**config.mk**
```make
export PLATFORM = sky130hd
export DESIGN_NAME = qrs_div_cell
export DESIGN_NICKNAME = d
export VERILOG_FILES = /design/src/hdl/qrs_pkg.sv /design/src/hdl/qrs_div_cell.sv
export SDC_FILE = /design/constraint.sdc
export NUM_CORES = 1
export LEC_CHECK = 0
export BUFFER_PORTS_ARGS = -buffer_cell sky130_fd_sc_hd__buf_2
export CAP_MARGIN = 20
export CORE_MARGIN = 4
export CORE_UTILIZATION = 50
export DETAILED_ROUTE_END_ITERATION = 8
export PLACE_DENSITY = 0.81
export REMOVE_ABC_BUFFERS = 1
export SYNTH_ARGS = -nofsm -noshare
export SYNTH_HDL_FRONTEND = slang
export SYNTH_SLANG_ARGS = --single-unit
```
**constraint.sdc**
```tcl
create_clock -name clock -period 3.4 [get_ports clock]
set_input_delay 0.17 -clock clock [delete_from_list [all_inputs] [get_ports clock]]
set_output_delay 0.17 -clock clock [all_outputs]
set_load 0.02 [all_outputs]
```
**src/hdl/qrs_pkg.sv**
```systemverilog
// shared widths, types and helper functions of the quadratic root solver
package qrs_pkg;

   // coefficient and root format
   localparam int DATA_WIDTH = 32;
   localparam int FRAC_BITS  = 16;

   // square root chain: one result bit per cell
   localparam int SQ_STEPS = DATA_WIDTH;
   localparam int RES_W    = DATA_WIDTH;
   localparam int SREM_W   = DATA_WIDTH + 2;
   localparam int RAD_W    = 2 * DATA_WIDTH;
   localparam int ROOT_W   = DATA_WIDTH + 1;

   // numerator, denominator and divider chain
   localparam int NUM_W = DATA_WIDTH + 3;
   localparam int MAG_W = DATA_WIDTH + 2;
   localparam int DEN_W = DATA_WIDTH + 1;
   localparam int Q_W   = DATA_WIDTH + 1;
   localparam int N_W   = MAG_W + FRAC_BITS;
   localparam int DSH_W = DEN_W + Q_W - 1;

   typedef enum logic [2:0] {
      CASE_NO_REAL  = 3'd0,
      CASE_DOUBLE   = 3'd1,
      CASE_TWO      = 3'd2,
      CASE_LIN_ROOT = 3'd3,
      CASE_LIN_NONE = 3'd4,
      CASE_INFINITE = 3'd5
   } case_type;

   typedef struct packed {
      logic [SREM_W-1:0] rem;
      logic [RES_W-1:0]  res;
      logic [RAD_W-1:0]  rad;
   } sqrt_cell_type;

   typedef struct packed {
      logic [N_W-1:0]   rem;
      logic [DSH_W-1:0] dsh;
      logic [Q_W-1:0]   quo;
   } div_cell_type;

   typedef struct packed {
      case_type              code;
      logic [DATA_WIDTH-1:0] a;
      logic [DATA_WIDTH-1:0] b;
      logic [DATA_WIDTH-1:0] c;
      logic [1:0]            qr;
   } side_type;

   typedef struct packed {
      case_type         code;
      logic             neg_hi;
      logic             neg_lo;
      logic             big_hi;
      logic             big_lo;
      logic [DEN_W-1:0] ud;
   } ctl_type;

   // magnitude of a signed numerator
   function automatic logic [MAG_W-1:0] mag_num(input logic [NUM_W-1:0] v);
      logic [NUM_W-1:0] t;
      t = v[NUM_W-1] ? (NUM_W'(0) - v) : v;
      return t[MAG_W-1:0];
   endfunction

   // magnitude of a signed denominator
   function automatic logic [DEN_W-1:0] mag_den(input logic [DEN_W:0] v);
      logic [DEN_W:0] t;
      t = v[DEN_W] ? ((DEN_W + 1)'(0) - v) : v;
      return t[DEN_W-1:0];
   endfunction

   // round half away from zero, apply sign, saturate; returns {overflow, root}
   function automatic logic [DATA_WIDTH:0] finish_root(
      input logic [Q_W-1:0]   quo,
      input logic [N_W-1:0]   rem,
      input logic [DEN_W-1:0] ud,
      input logic             neg,
      input logic             big
   );
      logic           rnd;
      logic [Q_W:0]   qf;
      logic [Q_W:0]   neg_lim;
      logic [Q_W:0]   pos_lim;
      logic [DATA_WIDTH-1:0] mag;
      logic [DATA_WIDTH:0]   res;
      rnd     = {rem[DEN_W-1:0], 1'b0} >= {1'b0, ud};
      qf      = {1'b0, quo} + (Q_W + 1)'(rnd);
      neg_lim = (Q_W + 1)'(1) << (DATA_WIDTH - 1);
      pos_lim = neg_lim - (Q_W + 1)'(1);
      mag     = qf[DATA_WIDTH-1:0];
      if (neg) begin
         if (big || qf > neg_lim) begin
            res = {1'b1, 1'b1, {(DATA_WIDTH - 1){1'b0}}};
         end else begin
            res = {1'b0, DATA_WIDTH'(0) - mag};
         end
      end else begin
         if (big || qf > pos_lim) begin
            res = {1'b1, 1'b0, {(DATA_WIDTH - 1){1'b1}}};
         end else begin
            res = {1'b0, mag};
         end
      end
      return res;
   endfunction

endpackage

```
**src/hdl/qrs_div_cell.sv**
```systemverilog
// one quotient bit cell of the pipelined restoring divider
module qrs_div_cell
   import qrs_pkg::*;
(
   input  logic         clock,
   input  logic         en,
   input  div_cell_type src_stage,
   output div_cell_type dst_stage
);

   logic         fits;
   div_cell_type stage_in;
   div_cell_type stage_ff;

   // compare against the aligned divisor and subtract when it fits
   assign fits = DSH_W'(src_stage.rem) >= src_stage.dsh;

   always_comb begin
      stage_in.rem = fits ? (src_stage.rem - src_stage.dsh[N_W-1:0]) : src_stage.rem;
      stage_in.dsh = src_stage.dsh >> 1;
      stage_in.quo = {src_stage.quo[Q_W-2:0], fits};
   end

   always_ff @(posedge clock) begin
      if (en) begin
         stage_ff <= stage_in;
      end
   end

   assign dst_stage = stage_ff;

endmodule

```
==> reports/summary.txt <==
routed via count - 7535
EDFF count, synth - 147
Tcrit/Tclk final - 97.9%
first-pass GRT wire length - 39000 µm
post-DP HPWL - 18100 µm
Site Rows - 46
share of layout cells above drive strength 1 - 35.1%
synth-to-layout area growth - 43.4%
routability cong. - 0.887
antenna violations before repair - 5
number of nets with antenna violations after routing - 0
Slew Limit Fails - 0
area leader, netlist - edfxtp_1
Crit Path Max Fanout - 4
CTS tree - built
HP Class - in -> reg
Placeable Area - 16000 µm²
Cell variety after synth - 67
syn_area_per_cell - 11.2 µm²
Async SR Flop Fraction - 0%
largest net degree at the start of global routing - 59
sequential-to-total area share from yosys stat - 53.8%
Die Ht - 136 µm
ys flop type - edfxtp_1
Worst EP arrival - 3.51 ns
CTS Buf Count - 17
share of the synthesized area in the top cell type - 53.8%
PortBufs - 295
number of vias per cell - 5.43
Critical Path Sink Type - flop
Final Hold Fails - 0
GR Overflow Total - 0
H-tree depth - 4
gr usage total - 27.2%
flops & latches, synth - 147
post-synthesis cell count - 735
WL per Instance - 19.0 µm
critical path data required time - 3.58 ns
Ports - 298
clock root buffer - clkbuf_16
DRT Pass-1 Iters - 5
Finished Core Util - 73.5%
CP Launch Type - input pin
Peak VDD IR - 0.337 mV
Setup violations, final - 0
PwrDens - 447 nW/µm²
die area - 18500 µm²
status - complete, no violations
MaxCap Viol Count - 0
Initial DRC Count - 500
Pwr Total - 5260 µW
Syn Std Cell Area - 8200 µm²
Placed Cells - 1251
Final #Nets - 1353
top cells by count, synth - 147 x edfxtp_1, 68 x nand2_1, 64 x inv_1, 55 x a21oi_1, 50 x ha_1
dominant cells by area after synthesis - edfxtp_1 54%, ha_1 7.6%, xnor2_1 3.4%
most frequent cell after synthesis - edfxtp_1
Largest register FFs - 147
Sink Count - 147
yosys warns - 0
Leakage - 0.00526 µW
final setup TNS - 0 ns
Worst Tran Pin Value - 0.579 ns
post-route insts no fill - 1387
crit path time final - 3.33 ns
CTS Buffer Depth - 2
Routed WL - 26300 µm
vias in the first global route - 7592
clk slew on worst S/H paths - 0.07 ns
Rel. slew slack - 61.4%
CP Class - in -> reg
Initial Util - 51.3%
die width - 136 µm
DRC errors left - 0
maximum clock rate - 300 MHz
per-layer routing:
metal	GRT usage (%)	vias to the layer above	wire length (µm)
met5	0	-	8
met1	32.2	3540	10100
li1	-	3552	-
met2	47.4	375	13200
met4	12.8	2	971
met3	5.77	66	2030
cell families after synthesis:
kind of cell | count (synthesis) | synth area share, %
AO/OA/AOI/OAI | 198 | 15.5
XOR/XNOR | 42 | 4.48
adder cells (fa/ha/maj) | 51 | 7.87
buffers and inverters | 93 | 4.80
flip-flops | 147 | 53.8
multiplexers | 18 | 2.43
other | 1 | 0.0457
AND/OR/NAND/NOR | 185 | 11.1
repair_timing:
item / CTS / global route
buffers inserted: 0 / 2
endpoints found under the hold margin: 95 / 1
hold buffers: 95 / 1
gates resized for setup: 0 / 20
endpoints found under the setup margin: 0 / 47
cell usage in the layout, fill, tap and decap left out, drive strengths merged, types with 4 or more instances in the layout:
cell	instances
a21o	25
a21oi	55
a31oi	4
and2	8
and3	8
buf	330
clkbuf	17
clkinvlp	6
diode	7
dlygate4sd3	96
edfxtp	147
ha	50
inv	72
mux2	15
nand2	68
nand2b	5
nand3	11
nand4	19
nor2	29
nor2b	8
nor3	10
nor4	7
o21a	7
o21ai	59
o21bai	13
xnor2	32
xor2	10
power by group:
group	internal (µW)	switching [µW]	leakage, µW	total [µW]
Clock	949	824	0.000249	1770
Sequential	2150	38.1	0.00144	2190
Combinational	540	757	0.00357	1300
Total	3640	1620	0.00526	5260
worst paths after layout:
check	cells after the start	slack [ns]	start	endpoint
setup / recovery	13	0.07	src_stage[35]	dst_stage[142]$_DFFE_PP_
hold / removal	3	0.04	src_stage[123]	dst_stage[123]$_DFFE_PP_
critical path: stages:
cell and delay [ns]:
dlygate4sd3_1 0.54, buf_2 0.14, inv_1 0.05, ha_1 0.33
nor2b_1 0.17, o31a_1 0.29, o2111ai_1 0.38, a21oi_1 0.19
nor3_4 0.24, o21ai_1 0.20, a311oi_1 0.42, xnor2_1 0.11
mux2_2 0.28
through the flow:
step           hold WS, ns  cell area (µm²)  worst slack, ns
3_3_place_gp         0.347            10100            0.196
5_1_grt             0.0420            11800          -0.0317
2_1_floorplan        0.269             8060           -0.175
4_1_cts            0.00113            11600           0.0271
6_report            0.0357            11800           0.0716
3_5_place_dp         0.348            10100            0.131
cell type report:
type | instances | area [µm²]
Sequential cell | 147 | 4410
Fill cell | 1117 | 4240
Multi-Input combinational cell | 495 | 3520
Timing Repair Buffer | 426 | 2740
Clock buffer | 17 | 425
Tap cell | 216 | 270
Inverter | 65 | 246
Clock inverter | 14 | 120
Antenna cell | 7 | 17.5
Power figures use the tool's default switching activity.
