$ cat src/hdl/qrs_pkg.sv
// shared widths, types and helper functions of the quadratic root solver
package qrs_pkg;

   // coefficient and root format
   localparam int DATA_WIDTH = 32;
   localparam int FRAC_BITS  = 16;

   // square root chain: one result bit per cell
   localparam int SQ_STEPS = DATA_WIDTH;
   localparam int RES_W    = DATA_WIDTH;
   localparam int SREM_W   = DATA_WIDTH + 2;
   localparam int RAD_W    = 2 * DATA_WIDTH;
   localparam int ROOT_W   = DATA_WIDTH + 1;

   // numerator, denominator and divider chain
   localparam int NUM_W = DATA_WIDTH + 3;
   localparam int MAG_W = DATA_WIDTH + 2;
   localparam int DEN_W = DATA_WIDTH + 1;
   localparam int Q_W   = DATA_WIDTH + 1;
   localparam int N_W   = MAG_W + FRAC_BITS;
   localparam int DSH_W = DEN_W + Q_W - 1;

   typedef enum logic [2:0] {
      CASE_NO_REAL  = 3'd0,
      CASE_DOUBLE   = 3'd1,
      CASE_TWO      = 3'd2,
      CASE_LIN_ROOT = 3'd3,
      CASE_LIN_NONE = 3'd4,
      CASE_INFINITE = 3'd5
   } case_type;

   typedef struct packed {
      logic [SREM_W-1:0] rem;
      logic [RES_W-1:0]  res;
      logic [RAD_W-1:0]  rad;
   } sqrt_cell_type;

   typedef struct packed {
      logic [N_W-1:0]   rem;
      logic [DSH_W-1:0] dsh;
      logic [Q_W-1:0]   quo;
   } div_cell_type;

   typedef struct packed {
      case_type              code;
      logic [DATA_WIDTH-1:0] a;
      logic [DATA_WIDTH-1:0] b;
      logic [DATA_WIDTH-1:0] c;
      logic [1:0]            qr;
   } side_type;

   typedef struct packed {
      case_type         code;
      logic             neg_hi;
      logic             neg_lo;
      logic             big_hi;
      logic             big_lo;
      logic [DEN_W-1:0] ud;
   } ctl_type;

   // magnitude of a signed numerator
   function automatic logic [MAG_W-1:0] mag_num(input logic [NUM_W-1:0] v);
      logic [NUM_W-1:0] t;
      t = v[NUM_W-1] ? (NUM_W'(0) - v) : v;
      return t[MAG_W-1:0];
   endfunction

   // magnitude of a signed denominator
   function automatic logic [DEN_W-1:0] mag_den(input logic [DEN_W:0] v);
      logic [DEN_W:0] t;
      t = v[DEN_W] ? ((DEN_W + 1)'(0) - v) : v;
      return t[DEN_W-1:0];
   endfunction

   // round half away from zero, apply sign, saturate; returns {overflow, root}
   function automatic logic [DATA_WIDTH:0] finish_root(
      input logic [Q_W-1:0]   quo,
      input logic [N_W-1:0]   rem,
      input logic [DEN_W-1:0] ud,
      input logic             neg,
      input logic             big
   );
      logic           rnd;
      logic [Q_W:0]   qf;
      logic [Q_W:0]   neg_lim;
      logic [Q_W:0]   pos_lim;
      logic [DATA_WIDTH-1:0] mag;
      logic [DATA_WIDTH:0]   res;
      rnd     = {rem[DEN_W-1:0], 1'b0} >= {1'b0, ud};
      qf      = {1'b0, quo} + (Q_W + 1)'(rnd);
      neg_lim = (Q_W + 1)'(1) << (DATA_WIDTH - 1);
      pos_lim = neg_lim - (Q_W + 1)'(1);
      mag     = qf[DATA_WIDTH-1:0];
      if (neg) begin
         if (big || qf > neg_lim) begin
            res = {1'b1, 1'b1, {(DATA_WIDTH - 1){1'b0}}};
         end else begin
            res = {1'b0, DATA_WIDTH'(0) - mag};
         end
      end else begin
         if (big || qf > pos_lim) begin
            res = {1'b1, 1'b0, {(DATA_WIDTH - 1){1'b1}}};
         end else begin
            res = {1'b0, mag};
         end
      end
      return res;
   endfunction

endpackage

$ cat src/hdl/qrs_sqrt_cell.sv
// one digit cell of the pipelined integer square root
module qrs_sqrt_cell
   import qrs_pkg::*;
(
   input  logic          clock,
   input  logic          en,
   input  sqrt_cell_type src_stage,
   output sqrt_cell_type dst_stage
);

   logic [SREM_W+1:0] cur;
   logic [SREM_W+1:0] trial;
   logic              fits;
   sqrt_cell_type     stage_in;
   sqrt_cell_type     stage_ff;

   // bring down two radicand bits and try the next result bit
   assign cur   = {src_stage.rem, src_stage.rad[RAD_W-1 -: 2]};
   assign trial = {2'b00, src_stage.res, 2'b01};
   assign fits  = cur >= trial;

   always_comb begin
      stage_in.rem = fits ? SREM_W'(cur - trial) : SREM_W'(cur);
      stage_in.res = {src_stage.res[RES_W-2:0], fits};
      stage_in.rad = {src_stage.rad[RAD_W-3:0], 2'b00};
   end

   always_ff @(posedge clock) begin
      if (en) begin
         stage_ff <= stage_in;
      end
   end

   assign dst_stage = stage_ff;

endmodule

$ cat config.mk
export PLATFORM = sky130hd
export DESIGN_NAME = qrs_sqrt_cell
export DESIGN_NICKNAME = d
export VERILOG_FILES = /design/src/hdl/qrs_pkg.sv /design/src/hdl/qrs_sqrt_cell.sv
export SDC_FILE = /design/constraint.sdc
export NUM_CORES = 1
export LEC_CHECK = 0
export BUFFER_PORTS_ARGS = -buffer_cell sky130_fd_sc_hd__buf_2
export CAP_MARGIN = 15
export CELL_PAD_IN_SITES_DETAIL_PLACEMENT = 1
export CELL_PAD_IN_SITES_GLOBAL_PLACEMENT = 1
export CORE_UTILIZATION = 35
export CTS_CLUSTER_SIZE = 12
export DETAILED_ROUTE_END_ITERATION = 8
export PLACE_DENSITY = 0.82
export RECOVER_POWER = 100
export SETUP_SLACK_MARGIN = 0.4
export SLEW_MARGIN = 25
export SYNTH_ARGS = -nofsm -noshare
export SYNTH_HDL_FRONTEND = slang
export SYNTH_SLANG_ARGS = --single-unit
$ cat constraint.sdc
create_clock -name clock -period 2.9 [get_ports clock]
set_input_delay 0.145 -clock clock [delete_from_list [all_inputs] [get_ports clock]]
set_output_delay 0.145 -clock clock [all_outputs]
set_load 0.05 [all_outputs]
==> results of run 1 <==
==> area by class of cell <==
cell class	count	area (µm²)	share of cell area (%)
Antenna cell	4	10.0	0.108
Clock buffer	17	425	4.60
Clock inverter	15	161	1.74
Inverter	43	163	1.76
Multi-Input combinational cell	321	2230	24.1
Sequential cell	128	3840	41.6
Tap cell	225	282	3.04
Timing Repair Buffer	366	2130	23.1
==> power breakdown <==
part	total [W]	switching (W)	internal, W
Clock	0.00217	0.000889	0.00128
Sequential	0.00233	0.0000624	0.00227
Combinational	0.00164	0.00119	0.000452
==> layer usage <==
layer	up-vias	track usage, %
li1	2622	-
met1	2627	25.0
met2	187	41.8
met3	37	6.45
met4	0	8.70
met5	-	0
==> through the flow <==
stage	cells	power (W)	hold WS (ns)
after CTS	1114	0.00618	0.00838
after detailed placement	989	0.00393	0.324
after global routing	1119	0.00638	0.0425
final	1119	0.00614	0.0165
after floorplan	508	0.00347	0.244
after global placement	989	0.00390	0.321
==> timing repair <==
action / CTS / global route
hold endpoints to repair: 93 / 0
hold buffers: 93 / 0
setup endpoints to repair: 0 / 29
buffers inserted: 0 / 1
resized for setup: 0 / 5
==> worst paths after layout <==
kind | slack (ns) | end | cells after the start
setup / recovery | 0.41 | dst_stage[108] | 2
hold / removal | 0.02 | dst_stage[98] | 3
==> synthesized netlist by cell type (all sizes together), types with 2 or more instances <==
master,n
o31ai,5
and3,5
buf,9
nor2,18
a211oi,2
nand2b,5
nand2,58
xnor2,14
o31a,2
a21o,20
o221ai,2
and2,5
clkbuf,7
nand4,7
mux2i,4
o41ai,3
nand3,6
o211ai,3
o21a,3
a21boi,2
a21oi,28
ha,34
nor3,10
edfxtp,128
o21ai,46
a31oi,5
inv,42
xor2,13
a31o,2
==> kinds of logic after synthesis <==
family                   synth area share, %
AO/OA/AOI/OAI                           14.8
flip-flops                              60.9
AND/OR/NAND/NOR                         8.88
buffers and inverters                   4.08
adder cells (fa/ha/maj)                 6.74
XOR/XNOR                                3.74
multiplexers                           0.872
other                                 0.0594
==> flow_summary_export.csv, run 1 <==
group,metric,value,unit
floorplanning,die_area,18600,µm²
floorplanning,fp-row-count,48,
timing,worstMarginPinSlew,1.72,ns
layout,largest_reg_flops,128,
clocking,clkTransAtPathRegs,0.06,ns
floorplanning,fp.dieW,136,µm
power_and_ir_drop,powerDensity,664,nW/µm²
power_and_ir_drop,peakVddDrop,0.000478,V
layout,layout_commonest_cell,"clkbuf_1",
timing,hold_viol_final,0,
worst_setup_path,path_class,"in -> reg",
timing,tns,0,ns
synth,synthesis.area,6310,µm²
run_status,violations,"max-capacitance violations, max-slew violations",
synth,async_flop_share,0,%
synth,yosysSeqAreaShare,60.9,%
synth,yosys.area.top_type_share,60.9,%
routing,postRouteAntennaNets,0,
layout,layout-drive-gt1-share,18.9,%
timing,finalCritPeriodShare,86.0,%
worst_setup_path,arrival,2.52,ns
routing,first_iter_violations,223,
placement,place_ws,0.0546,ns
worst_setup_path,start_kind,"input port",
clocking,htree_levels,4,
synth,synthFlopType,"edfxtp_1",
timing,finalSetupViolCount,0,
worst_setup_path,worstPathMaxFanout,66,
synth,ys_seq_elements,128,
global_route,antenna_found_initial,4,
routing,wl,21300,µm
global_route,grt_first_pass_wirelength,31900,µm
global_route,overflow,0,
placement,place_area,7920,µm²
global_route,grt_usage,22.9,%
routing,wl_met2,11200,µm
routing,route.layer.met1.wl,8230,µm
timing,period_minus_slack,2.49,ns
layout,design_area,9250,µm²
clocking,cts_tree,"built",
timing,finalMaxSlewViolations,67,
placement,routabilityCongestion,0.830,
clocking,cts_buffer_depth,2,
timing,fin_ws,0.405,ns
global_route,first_global_vias,6017,
floorplanning,core_area,17500,µm²
run_status,status,"finished, violations left",
synth,ys_types,62,
synth,synth_area_per_cell,12.5,µm²
clocking,cts_buffers,17,
layout,mostFrequentLayoutCells,"154 x clkbuf_1, 128 x edfxtp_1, 101 x buf_2, 93 x dlygate4sd3_1, 58 x nand2_1",
synth,synth_edf_count,128,
timing,max_slew_margin,-14.7,%
synth,syn_inst,507,
synth,synth_top_cell_by_area,"edfxtp_1",
clocking,clock_sinks,128,
synth,synthTopCellsByArea,"edfxtp_1 61%, ha_1 6.7%, nand2_1 3.4%",
layout,area_delta_synth_final,46.5,%
worst_setup_path,startpoint,"en",
layout,fillerInstances,2010,
worst_setup_path,critPathBufInv,2,
routing,drt-pass1-iter-count,4,
clocking,cts_root_buf,"clkbuf_16",
timing,fmax,401,MHz
synth,yosys_warnings,0,
worst_setup_path,worstPathCellList,"clkbuf_2 > clkbuf_2",
floorplanning,ios,262,
power_and_ir_drop,power_leakage,3.75,nW
global_route,grt_max_degree,67,
layout,postLayoutCoreUtil,52.9,%
layout,layout.nets,1043,
placement,io_buffers,259,
worst_setup_path,cp.required,2.93,ns
worst_setup_path,endpoint_kind,"flip-flop",
routing,via_per_inst,4.89,
placement,hpwl,14600,µm
floorplanning,die_y,136,µm
hold_path,hp-class,"in -> reg",
worst_setup_path,cp_slowest_cell,"clkbuf_2",
routing,highest_layer,"met4",
job,max_cap_viol_count,1,
routing,post_drt_wl_per_cell,19.1,µm
worst_setup_path,cp_top_family,"buffers and inverters",
worst_setup_path,max_stage_delay,1.22,ns
timing,rsz0062_at_grt,"false",
hold_path,min_from,"src_stage[96]",
routing,vias,5473,
routing,drc,0,
floorplanning,initial_core_util,36.1,%
routing,wl_met3,1390,µm
worst_setup_path,cpMostUsedCell,"clkbuf_2",
Note: power is estimated with default switching activity, not from simulation.
==> run 2: changes to the inputs <==
Settings changed: CORE_UTILIZATION 35 to 33, PLACE_DENSITY 0.82 to 0.81.
Clock period 2.9 ns to 2.1 ns, I/O delays scaled along.
==> run 2 against run 1 <==
The flow finishes with violations (negative hold slack, negative setup slack). Clock-buffer cell count is the same. Wire length increased by 26%. Global-route usage up 2.8 points. Critical path depth increased by 10. Combinational power up 88%. Worst setup slack lost 0.43 ns. Critical path type unchanged. Critical endpoint is now dst_stage[123].
==> flow_summary_export.csv, run 2 (same netlist as run 1, synthesis figures left out) <==
group,metric,value,unit
run_status,status,"finished, violations left",
run_status,violations,"negative hold slack, negative setup slack",
layout,area_delta_synth_final,79.9,%
global_route,grt_usage,25.7,%
routing,post_drt_wl_per_cell,21.5,µm
worst_setup_path,worstPathCellList,"buf_6 > inv_2 > ha_4 > buf_4 > and3_4 > o21ai_0 > a31oi_1 > o21ai_0 > a21bo_2 > mux2i_1 > o221ai_1 > mux2_4",
worst_setup_path,endpoint_kind,"flip-flop",
timing,finalCritPeriodShare,101,%
worst_setup_path,cp_top_family,"compound AO/OA/AOI/OAI gates",
layout,layout_commonest_cell,"buf_2",
global_route,first_global_vias,6868,
clocking,cts_root_buf,"clkbuf_16",
hold_path,hp-class,"in -> reg",
worst_setup_path,path_class,"in -> reg",
routing,drc,0,
floorplanning,fp-row-count,50,
global_route,antenna_found_initial,5,
timing,finalMaxSlewViolations,0,
worst_setup_path,start_kind,"input port",
timing,finalSetupViolCount,1,
clocking,clkTransAtPathRegs,0.06,ns
routing,via_per_inst,5.02,
floorplanning,fp.dieW,140,µm
timing,period_minus_slack,2.13,ns
power_and_ir_drop,power_leakage,4.92,nW
global_route,overflow,0,
routing,postRouteAntennaNets,0,
routing,drt-pass1-iter-count,5,
power_and_ir_drop,peakVddDrop,0.000567,V
floorplanning,die_y,140,µm
clocking,cts_buffer_depth,2,
worst_setup_path,cp.required,2.28,ns
routing,vias,6302,
placement,routabilityCongestion,0.812,
worst_setup_path,arrival,2.31,ns
layout,largest_reg_flops,128,
clocking,htree_levels,4,
worst_setup_path,max_stage_delay,0.28,ns
worst_setup_path,cpMostUsedCell,"o21ai_0",
timing,rsz0062_at_grt,"true",
power_and_ir_drop,powerDensity,816,nW/µm²
hold_path,min_from,"src_stage[103]",
hold_path,whs_path_depth,3,
hold_path,whs_endpoint,"dst_stage[105]",
timing,max_slew_margin,26.0,%
placement,io_buffers,259,
timing,fmax,470,MHz
placement,place_ws,-0.519,ns
timing,hold_ws,-0.00564,ns
placement,hpwl,15900,µm
timing,worstMarginPinSlew,1.11,ns
job,max_cap_viol_count,0,
layout,layout-drive-gt1-share,53.0,%
clocking,cts_buffers,17,
routing,first_iter_violations,280,
floorplanning,ios,262,
global_route,grt_max_degree,44,
floorplanning,core_area,18700,µm²
global_route,grt_first_pass_wirelength,38000,µm
layout,layout.nets,1170,
layout,mostFrequentLayoutCells,"233 x buf_2, 128 x edfxtp_1, 113 x buf_4, 106 x dlygate4sd3_1, 49 x nand2_1",
worst_setup_path,cp_slowest_cell,"a21bo_2",
floorplanning,die_area,19700,µm²
power_and_ir_drop,total_power,0.00927,W
floorplanning,initial_core_util,33.8,%
worst_setup_path,critPathBufInv,3,
worst_setup_path,worstPathMaxFanout,6,
timing,hold_viol_final,1,
clocking,clock_sinks,128,
routing,wl,27000,µm
timing,fin_ws,-0.0298,ns
clocking,cts_tree,"built",
run 2: changes by cell type in the layout (fill, tap and decap cells not counted), moves of 13 or more:
| cell | delta |
|---|---|
| inv_2 | +13 |
| clkbuf_1 | -141 |
| buf_4 | +102 |
| ha_4 | +23 |
| ha_1 | -23 |
| buf_2 | +132 |
| o21ai_0 | -28 |
| inv_1 | -19 |
| dlygate4sd3_1 | +13 |
| o21ai_2 | +24 |
| buf_6 | +15 |
run 2: metrics by stage:
| stage | TNS [ns] | std cells | hold slack, ns | instance area [µm²] | utilization [%] |
|---|---|---|---|---|---|
| floorplan | -0.253 | 508 | 0.204 | 6770 | - |
| global placement | -13.93 | 1083 | 0.281 | 8980 | 48.0 |
| detailed placement | -14.97 | 1083 | 0.283 | 8980 | 48.0 |
| CTS | 0 | 1232 | 0.00314 | 10900 | 58.1 |
| global route | -0.293 | 1255 | 0.0145 | 11400 | 60.7 |
| finish | -0.0298 | 1256 | -0.00564 | 11400 | 60.7 |
run 2: how the worst max path moves through the flow:
| stage | slack (ns) | end | from | depth (start not counted) |
|---|---|---|---|---|
| after global placement | -0.47 | dst_stage[117] | src_stage[64] | 12 |
| after CTS | 0.08 | dst_stage[123] | src_stage[71] | 10 |
| after global routing | -0.11 | dst_stage[123] | src_stage[79] | 12 |
| after floorplan | -0.09 | dst_stage[123] | src_stage[105] | 9 |
| after detailed placement | -0.52 | dst_stage[129] | src_stage[64] | 10 |
| final | -0.03 | dst_stage[123] | src_stage[79] | 12 |
run 2: cell type report:
class                      instances  area (µm²)
clock buffer                      17         425
sequential                       128        3840
clock inverter                    15         146
timing repair buffer             492        3480
inverter                          43         196
antenna                            5        12.5
fill                            1953        7350
tap                              234         293
multi-input combinational        322        2970
run 2: metal layers:
metal / global-route usage, % / up-vias / part of all wire [%]
met5: 0 / - / 0
met4: 11.4 / 0 / 2.7
met3: 6.46 / 51 / 6.0
met2: 48.2 / 236 / 54
met1: 27.1 / 3135 / 37
li1: - / 2880 / -
run 2: where the power goes:
| group | internal (W) | leakage, nW | switching (W) |
|---|---|---|---|
| Sequential | 0.00313 | 1.25 | 0.0000833 |
| Clock | 0.00166 | 0.272 | 0.00131 |
| Combinational | 0.00114 | 3.39 | 0.00193 |
run 2: repair_timing:
action,4_1_cts,5_1_grt
gates resized for setup,38,112
cloned,1,3
pin swaps,28,35
hold endpoints to repair,102,4
hold buffers,102,4
buffers inserted,14,12
setup endpoints to repair,35,35
==> run 3: changes to the inputs <==
Settings changed: CORE_UTILIZATION 33 to 35, PLACE_DENSITY 0.81 to 0.82.
Clock period 2.1 ns to 2.8 ns, I/O delays scaled along.
==> run 3 against run 2 <==
The flow finishes with violations (max-capacitance violations, max-slew violations). Clock power down 23%. Non-clock buffer count down 105. Clock-buffer cell count unchanged. Worst setup slack better by 0.42 ns. Critical endpoint is now dst_stage[101]. Via count down 11%. Total power down 30%. Final cell count down 9.3%. Highest routed layer unchanged. Utilization down 6.5 points. Global-route usage down 0.90 points. First-iteration DRC count down 12%. Worst hold slack better by 0.028 ns. Sequential cell count unchanged.
==> flow_summary_export.csv, run 3 (same netlist as run 1, synthesis figures left out) <==
group,metric,value,unit
global_route,grt_usage,24.8,%
worst_setup_path,cp.required,2.84,ns
global_route,grt_max_degree,62,
layout,largest_reg_flops,128,
worst_setup_path,path_class,"in -> reg",
timing,finalCritPeriodShare,86.0,%
routing,post_drt_wl_per_cell,20.1,µm
routing,drc,0,
routing,wl,22900,µm
floorplanning,die_y,136,µm
floorplanning,core_area,17500,µm²
floorplanning,fp.dieW,136,µm
placement,io_buffers,259,
global_route,antenna_found_initial,1,
floorplanning,initial_core_util,36.1,%
placement,hpwl,14900,µm
clocking,cts_root_buf,"clkbuf_16",
run_status,status,"finished, violations left",
global_route,grt_first_pass_wirelength,33700,µm
job,max_cap_viol_count,1,
routing,first_iter_violations,247,
timing,fmax,415,MHz
timing,rsz0062_at_grt,"false",
layout,area_delta_synth_final,50.0,%
worst_setup_path,arrival,2.45,ns
power_and_ir_drop,powerDensity,682,nW/µm²
floorplanning,fp-row-count,48,
worst_setup_path,cp_top_family,"buffers and inverters",
power_and_ir_drop,peakVddDrop,0.000502,V
worst_setup_path,max_stage_delay,1.18,ns
floorplanning,ios,262,
worst_setup_path,cpMostUsedCell,"clkbuf_2",
clocking,clock_sinks,128,
timing,max_slew_margin,-12.3,%
timing,hold_viol_final,0,
placement,routabilityCongestion,0.805,
layout,fillerInstances,2001,
layout,design_area,9470,µm²
hold_path,hp-class,"in -> reg",
layout,layout.nets,1064,
timing,hold_ws,0.0225,ns
global_route,overflow,0,
timing,tns,0,ns
routing,vias,5604,
worst_setup_path,worstPathMaxFanout,61,
clocking,cts_tree,"built",
layout,multi_input_area,2240,µm²
worst_setup_path,cp_slowest_cell,"clkbuf_2",
clocking,cts_buffer_depth,2,
layout,mostFrequentLayoutCells,"155 x clkbuf_1, 128 x edfxtp_1, 102 x buf_2, 100 x dlygate4sd3_1, 58 x nand2_1",
timing,worstMarginPinSlew,1.68,ns
global_route,first_global_vias,6127,
routing,postRouteAntennaNets,0,
timing,period_minus_slack,2.41,ns
placement,place_ws,0.0225,ns
run_status,violations,"max-capacitance violations, max-slew violations",
floorplanning,die_area,18600,µm²
routing,drt-pass1-iter-count,4,
timing,finalSetupViolCount,0,
clocking,htree_levels,4,
layout,layout-drive-gt1-share,20.4,%
clocking,cts_buffers,17,
worst_setup_path,worstPathCellList,"clkbuf_2 > clkbuf_2",
timing,finalMaxSlewViolations,62,
worst_setup_path,start_kind,"input port",
layout,layout_commonest_cell,"clkbuf_1",
placement,place_area,8050,µm²
clocking,clkTransAtPathRegs,0.07,ns
routing,via_per_inst,4.92,
worst_setup_path,critPathBufInv,2,
power_and_ir_drop,power_leakage,3.86,nW
layout,regArea,3840,µm²
worst_setup_path,endpoint_kind,"flip-flop",
timing,fin_ws,0.391,ns
-- run 3: cell count changes in the layout (fill, tap and decap cells not counted), sizes merged --
cell	delta
buf	-240
inv	-5
dlygate4sd3	-6
clkbuf	+141
clkinv	+4
diode	-2
o21a	-1
bufinv	+1
-- run 3: per-stage QoR --
step	util (%)	cells	power, W
after floorplan	-	508	0.00360
after global placement	46.0	1001	0.00406
after detailed placement	46.0	1001	0.00411
after CTS	55.1	1133	0.00649
after global routing	54.2	1137	0.00669
final	54.2	1139	0.00646
-- run 3: report_power, final --
part | switching, W | internal, W | total [W] | leakage [nW]
Clock | 0.000961 | 0.00132 | 0.00228 | 0.280
Combinational | 0.00125 | 0.000503 | 0.00175 | 2.33
Sequential | 0.0000750 | 0.00235 | 0.00243 | 1.25
-- run 3: final timing paths --
| kind | from | end | slack [ns] | cells past startpoint |
|---|---|---|---|---|
| worst max-delay path | en | dst_stage[101] | 0.39 | 2 |
| worst min-delay path | src_stage[110] | dst_stage[112] | 0.02 | 3 |
-- run 3: area by class of cell --
class / instances / area share (%)
Clock buffer: 17 / 4.49
Clock inverter: 15 / 1.69
Multi-Input combinational cell: 321 / 23.6
Antenna cell: 3 / 0.0793
Tap cell: 225 / 2.97
Timing Repair Buffer: 387 / 24.8
Sequential cell: 128 / 40.6
Inverter: 43 / 1.72
-- run 3: layer usage --
metal | wire length (µm) | track usage, %
met5 | 0 | 0
met3 | 1390 | 6.15
met1 | 8590 | 25.9
met2 | 12300 | 46.1
met4 | 613 | 11.9
-- run 3: repair_timing --
item	CTS	global route
hold buffers	100	0
gates resized for setup	0	7
endpoints found under the setup margin	0	24
buffers inserted	0	3
endpoints found under the hold margin	100	0
